<file path="config.mk">
export PLATFORM = sky130hd
export DESIGN_NAME = csi_wide_mul
export DESIGN_NICKNAME = d
export VERILOG_FILES = /design/src/hw/rtl/circle_segment_intersect_assert.svh /design/src/hw/rtl/csi_pkg.sv /design/src/hw/rtl/csi_wide_mul.sv
export SDC_FILE = /design/constraint.sdc
export NUM_CORES = 2
export LEC_CHECK = 0
export BUFFER_PORTS_ARGS = -buffer_cell sky130_fd_sc_hd__buf_2
export CAP_MARGIN = 20
export CORE_ASPECT_RATIO = 0.6
export CORE_MARGIN = 4
export CORE_UTILIZATION = 40
export CTS_BUF_LIST = sky130_fd_sc_hd__clkbuf_16
export DETAILED_ROUTE_END_ITERATION = 8
export GPL_TIMING_DRIVEN = 0
export HOLD_SLACK_MARGIN = 0.08
export REMOVE_ABC_BUFFERS = 1
export SETUP_SLACK_MARGIN = 0.4
export SYNTH_ARGS = -nofsm -noshare
export SYNTH_HDL_FRONTEND = slang
export SYNTH_SLANG_ARGS = --single-unit
export TNS_END_PERCENT = 1
</file>
<file path="constraint.sdc">
create_clock -name clock -period 9.6 [get_ports clock]
set_clock_uncertainty 0.15 [all_clocks]
set_input_delay 1.44 -clock clock [delete_from_list [all_inputs] [get_ports clock]]
set_output_delay 1.44 -clock clock [all_outputs]
set_load 0.05 [all_outputs]
</file>
<file path="src/hw/rtl/circle_segment_intersect_assert.svh">
// Assertion macros shared by the circle/segment contact test RTL.
// Each macro expects signals named clock and reset in the using module.
`ifndef CIRCLE_SEGMENT_INTERSECT_ASSERT_SVH
`define CIRCLE_SEGMENT_INTERSECT_ASSERT_SVH

// Check post in the same cycle as pre.
`define CSI_ASSERT_NOW(label, pre, post) \
   label: assert property (@(posedge clock) disable iff (reset) (pre) |-> (post)) \
      else $error("circle_segment_intersect: same-cycle check failed");

// Check post in the cycle after pre.
`define CSI_ASSERT_NEXT(label, pre, post) \
   label: assert property (@(posedge clock) disable iff (reset) (pre) |=> (post)) \
      else $error("circle_segment_intersect: next-cycle check failed");

`endif

</file>
<file path="src/hw/rtl/csi_pkg.sv">
// Package for the circle/segment contact test: widths, stage count and
// the structs passed between pipeline modules. No dependencies.
package csi_pkg;

   // Coordinate width; every other width follows from it.
   localparam int COORD_WIDTH = 16;
   localparam int RAD_WIDTH   = COORD_WIDTH - 1;
   localparam int DIFF_WIDTH  = COORD_WIDTH + 1;
   localparam int PROD_WIDTH  = 2 * DIFF_WIDTH;
   localparam int SUM_WIDTH   = PROD_WIDTH + 1;
   localparam int R2_WIDTH    = 2 * RAD_WIDTH;

   // Magnitudes of |num|, den and r2 all stay below 2^(2*COORD_WIDTH+1).
   localparam int MAG_WIDTH   = 2 * COORD_WIDTH + 1;
   localparam int HALF_WIDTH  = (MAG_WIDTH + 1) / 2;
   localparam int HI_WIDTH    = MAG_WIDTH - HALF_WIDTH;
   localparam int HH_WIDTH    = 2 * HI_WIDTH;
   localparam int HL_WIDTH    = HI_WIDTH + HALF_WIDTH;
   localparam int LL_WIDTH    = 2 * HALF_WIDTH;
   localparam int WIDE_WIDTH  = 2 * MAG_WIDTH;

   // Register stages from accepted beat to result register.
   localparam int STAGES = 7;

   // Load enables of the three front stages.
   typedef struct packed {
      logic s1_en;
      logic s2_en;
      logic s3_en;
   } csi_front_ctl_type;

   // Load enables of the split multiplier.
   typedef struct packed {
      logic a_en;
      logic b_en;
   } csi_mul_ctl_type;

   // Sums produced by the front end.
   typedef struct packed {
      logic signed [SUM_WIDTH-1:0] ua;
      logic signed [SUM_WIDTH-1:0] ubn;
      logic signed [SUM_WIDTH-1:0] da;
      logic signed [SUM_WIDTH-1:0] db;
      logic signed [SUM_WIDTH-1:0] num;
      logic signed [SUM_WIDTH-1:0] den;
      logic [R2_WIDTH-1:0]         r2;
   } csi_sums_type;

endpackage

</file>
<file path="src/hw/rtl/csi_wide_mul.sv">
// Two-stage unsigned multiplier for the wide line-distance products:
// half-word partial products, then one shifted sum. Depends on csi_pkg.
module csi_wide_mul import csi_pkg::*; (
   input  logic                  clock,
   input  csi_mul_ctl_type       ctl,
   input  logic [MAG_WIDTH-1:0]  a,
   input  logic [MAG_WIDTH-1:0]  b,
   output logic [WIDE_WIDTH-1:0] prod
);

   logic [HI_WIDTH-1:0]   a_hi, b_hi;
   logic [HALF_WIDTH-1:0] a_lo, b_lo;
   logic [HH_WIDTH-1:0]   hh_ff, hh_in;
   logic [HL_WIDTH-1:0]   hl_ff, hl_in, lh_ff, lh_in;
   logic [LL_WIDTH-1:0]   ll_ff, ll_in;
   logic [WIDE_WIDTH-1:0] prod_ff, prod_in;

   // Split operands and form the four partial products
   always_comb begin
      a_hi  = a[MAG_WIDTH-1:HALF_WIDTH];
      a_lo  = a[HALF_WIDTH-1:0];
      b_hi  = b[MAG_WIDTH-1:HALF_WIDTH];
      b_lo  = b[HALF_WIDTH-1:0];
      hh_in = HH_WIDTH'(a_hi) * HH_WIDTH'(b_hi);
      hl_in = HL_WIDTH'(a_hi) * HL_WIDTH'(b_lo);
      lh_in = HL_WIDTH'(a_lo) * HL_WIDTH'(b_hi);
      ll_in = LL_WIDTH'(a_lo) * LL_WIDTH'(b_lo);
   end

   always_ff @(posedge clock) begin
      if (ctl.a_en) begin
         hh_ff <= hh_in;
         hl_ff <= hl_in;
         lh_ff <= lh_in;
         ll_ff <= ll_in;
      end
   end

   // Align and add the partial products
   always_comb begin
      prod_in = (WIDE_WIDTH'(hh_ff) << (2 * HALF_WIDTH))
              + ((WIDE_WIDTH'(hl_ff) + WIDE_WIDTH'(lh_ff)) << HALF_WIDTH)
              + WIDE_WIDTH'(ll_ff);
   end

   always_ff @(posedge clock) begin
      if (ctl.b_en) begin
         prod_ff <= prod_in;
      end
   end

   assign prod = prod_ff;

endmodule

</file>
# ---- Yosys cells after proc, flatten, opt, wreduce, memory -nomap -nowiden
# Index checks and enable logic that the tools add are counted.
dict set report word_totals {
  regBits 198
  input_bits 69
  output_inout_bits 66
  wordCells 12
}
dict set report classes {
  addsub 3
  mul 4
}
# op n
set op_table {}
lappend op_table {{66-bit by 34-bit adder with 66-bit output} 1}
lappend op_table {{66-bit by 51-bit adder with 66-bit output} 1}
lappend op_table {{33-bit by 33-bit adder with 34-bit output} 1}
lappend op_table {{17-bit by 17-bit multiplier with 34-bit output} 1}
lappend op_table {{16-bit by 17-bit multiplier with 33-bit output} 1}
lappend op_table {{17-bit by 16-bit multiplier with 33-bit output} 1}
lappend op_table {{16-bit by 16-bit multiplier with 32-bit output} 1}

# ---- Longest topological paths before layout
dict set report logic_depth {
  ltp_word 3
  mapped_depth 24
  depth_no_buf 23
}

# ---- Worst setup path after synthesis
# No wires, ideal clock.
dict set report synth_timing {
  path_kind {input-to-reg}
  start {in b[10]}
  end {reg hl_ff[32], data pin}
  setup_time_ps 260
  arrival_ps 6873
  required_ps 9190
  slack_ps 2317
  path_stages 19
  path_buffers 1
  cell_sequence {clkbuf_1 nand2_1 fa_1 fa_1 fa_1 fa_1 inv_1 fa_1 fa_1 ha_1 a21oi_1 o21ai_0 a2111oi_4 o21ai_2 o221ai_2 a31oi_1 a221o_1 a21oi_1 xnor2_1}
}
dict set report synth_via {
  elab_chain_len 1
}
# item line_no
set synth_rtl {}
lappend synth_rtl {{from (decl)} csi_wide_mul.sv:7} ;# input logic [MAG_WIDTH-1:0] b,
lappend synth_rtl {{16-bit by 17-bit multiplier with 33-bit output} csi_wide_mul.sv:25} ;# hl_in = HL_WIDTH'(a_hi) * HL_WIDTH'(b_lo);
lappend synth_rtl {{via hl_in[32]} csi_wide_mul.sv:14} ;# logic [HL_WIDTH-1:0] hl_ff, hl_in, lh_ff, lh_in;
lappend synth_rtl {{to (signal assigned)} csi_wide_mul.sv:33} ;# hl_ff <= hl_in;
lappend synth_rtl {{to (decl)} csi_wide_mul.sv:14}
# The timed path passes the listed nets, and every way through them passes these cells.
# A chain may end at the register's enable or synchronous reset.

# ---- Worst setup path after layout
dict set report layout_timing {
  start {in a[6]}
  end {reg ll_ff[26], data pin}
}
dict set report layout_via {
  elab_chain_len 1
}
# item line_no
set layout_rtl {}
lappend layout_rtl {{from (decl)} csi_wide_mul.sv:6} ;# input logic [MAG_WIDTH-1:0] a,
lappend layout_rtl {{17-bit by 17-bit multiplier with 34-bit output} csi_wide_mul.sv:27} ;# ll_in = LL_WIDTH'(a_lo) * LL_WIDTH'(b_lo);
lappend layout_rtl {{via ll_in[26]} csi_wide_mul.sv:15} ;# logic [LL_WIDTH-1:0] ll_ff, ll_in;
lappend layout_rtl {{to (signal assigned)} csi_wide_mul.sv:35} ;# ll_ff <= ll_in;
lappend layout_rtl {{to (decl)} csi_wide_mul.sv:15}
# The timed path passes the listed nets, and every way through them passes these cells.

==> results.sh <==
export IMPL_crit_family="adder cells"
export IMPL_drive_gt1_share_pct=4.13
export IMPL_grt_pass1_vias=33594
export IMPL_cp_start_kind="input port"
export IMPL_synthAdderAreaFrac_pct=50.6
export IMPL_hold_class="flop to flop"
export IMPL_ctsResizeCount=0
export IMPL_drv_cap=0
export IMPL_cts_root_buf="clkbuf_16"
export IMPL_grt_max_degree=97
export IMPL_finalInstanceArea_mm2=0.0476
export IMPL_area_growth_pct=5.33
export IMPL_grt_overflow_total=0
export IMPL_async_reset_ff_share_pct=0
export IMPL_hold_viol=0
export IMPL_yosysMostFrequentCell="inv_1"
export IMPL_die_x_um=442
export IMPL_tightest_slew_ns=1.17
export IMPL_synth_area_mm2=0.0452
export IMPL_cpMostUsedCell="fa_1"
export IMPL_yosysUniqueCellTypes=64
export IMPL_via_count=32429
export IMPL_insertion_delay_ns=0.49
export IMPL_syn_mean_instance_area_um2=9.37
export IMPL_synth_seq_area_share_pct=13.2
export IMPL_ios=135
export IMPL_synth_compound_area_share_pct=7.59
export IMPL_clock_sinks=198
export IMPL_numCtsBuffers=17
export IMPL_placed_cell_area_mm2=0.0470
export IMPL_yosysWarnings=0
export IMPL_yosys_area_share_simple_pct=15.2
export IMPL_fmax_mhz=118
export IMPL_clock_path_buffers=2
export IMPL_core_mm2=0.112
export IMPL_h_tree_depth=4
export IMPL_ys_ff_latch=198
export IMPL_synth_area_mux_share_pct=0
export IMPL_slowest_stage="buf_2"
export IMPL_max_stage_delay_ns=0.83
export IMPL_synth_xor_area_share_pct=3.67
export IMPL_synth_edf_count=198
export IMPL_dp_hpwl_mm=92.6
export IMPL_dieArea_mm2=0.119
export IMPL_cts_hold_buf=0
export IMPL_multi_input_area_mm2=0.0348
export IMPL_path_cells="buf_2 -> and2_1 -> fa_1 -> inv_1 -> fa_1 -> fa_1 -> fa_1 -> inv_1 -> fa_1 -> inv_1 -> fa_1 -> inv_1 -> ha_1 -> and3_1 -> o21a_1 -> o31ai_1 -> a31oi_1 -> o21ai_0 -> a31oi_1 -> a21oi_1 -> o21ai_0 -> xor2_1"
export IMPL_post_drt_wl_per_cell_um=20.0
export IMPL_fin_crit_sh_pct=88.1
export IMPL_ff2ff_setup_slack_ns=3.77
export IMPL_tns_ns=0
export IMPL_initial_utilization_pct=40.3
export IMPL_rsz0062_at_grt="no"
export IMPL_rows=95
export IMPL_synth_top_family_by_area="adder cells"
export IMPL_status="completed"
export IMPL_netlist_area_leader_share_pct=37.1
export IMPL_place_congestion=0.887
export IMPL_arrival_ns=8.50
export IMPL_die_h_um=268
export IMPL_fin_crit_ns=8.46
export IMPL_antenna_found_initial=3
export IMPL_synth_common_cells="inv_1, fa_1, nand2_1"
export IMPL_drc=0
export IMPL_drt_iter0_markers=2613
export IMPL_finalSetupViolCount=0
export IMPL_final_nets=6154
export IMPL_crit_fanout=34
export IMPL_finalHoldWorstSlack_ns=0.272
export IMPL_grt_pass1_wl_mm=200
export IMPL_worst_path_buf_inv=5
export IMPL_crit_type="input port to flop"
export IMPL_maxSlewHeadroom_pct=21.9
export IMPL_clk_pin_slew_ns=0.08
export IMPL_fin_util_pct=42.5
export IMPL_n_fill_cell=11031
export IMPL_io_buffers=134
export IMPL_post_cts_setup_buffers=0
export IMPL_worst_ep_required_time_ns=9.64
export IMPL_dr_pass1_iters=8
export IMPL_via_per_inst=5.16
export IMPL_seqCellArea_mm2=0.00595
export IMPL_maxSlewViolCount=0
export IMPL_netlist_instances=4821
export IMPL_synth_area_leader_cell="fa_1"
export IMPL_synth_top_flop_cell="edfxtp_1"
export IMPL_routed_wl_mm=126
export IMPL_ant_nets=0
export IMPL_cp_end_kind="flop"
export IMPL_cts_tree="done"
export IMPL_grt_usage_pct=21.8
export IMPL_ys_top_cells_by_area="fa_1, ha_1, edfxtp_1"
[layout make-up]
type	count	share of cell area, %
antenna	3	0.0158
clock buffer	17	0.894
clock inverter	15	0.268
inverter	961	7.58
multi-input combinational	3442	73.1
sequential	198	12.5
tap	1503	3.95
timing repair buffer	140	1.67
[registers in the layout, indices dropped and copies added, names as in the netlist]
signal,flops
hh_ff,32
ll_ff,34
prod,66
hl_ff,33
lh_ff,33
[per-layer routing]
metal	up-vias	part of all wire, %	GRT usage [%]
met5	-	0	0
met4	0	1.5	3.85
met3	121	13	8.91
met2	1323	37	28.7
met1	16252	49	33.3
li1	14733	-	-
[worst paths after layout]
| check | cells past startpoint | startpoint | end |
|---|---|---|---|
| max | 22 | a[6] | ll_ff[26] |
| min | 0 | ll_ff[7] | prod[7] |
| max reg2reg | 19 | hl_ff[0] | prod[60] |
| min reg2reg | 0 | ll_ff[7] | prod[7] |
[cells by family (layout without fill, tap and decap cells)]
family	after synthesis	in the layout
and+or+nand+nor	1405	1405
xor gates and xnor gates	189	189
DFF	198	198
buffers and inverters	1181	1133
other	0	3
AOI/OAI and AO/OA	523	523
adders and majority gates	1325	1325
[cells in the final DEF (no fill, tap or decap), types with 83 or more instances in the layout]
cell and instances:
inv_1 963, fa_1 836, buf_2 133, nand2_1 676, o21ai_0 83, edfxtp_1 198, ha_1 489, a21oi_1 165
nor2_1 84, and2_1 505, xnor2_1 123, a21o_1 100
[stage by stage]
step	worst slack (ns)	instances
2_1_floorplan	2.54	4601
3_3_place_gp	0.783	6238
4_1_cts	1.25	6273
3_5_place_dp	0.727	6241
5_1_grt	0.821	6277
6_report	1.14	6279
Power is not shown: default switching activity piles up to over one toggle a cycle in this logic, so the estimate is an artifact.
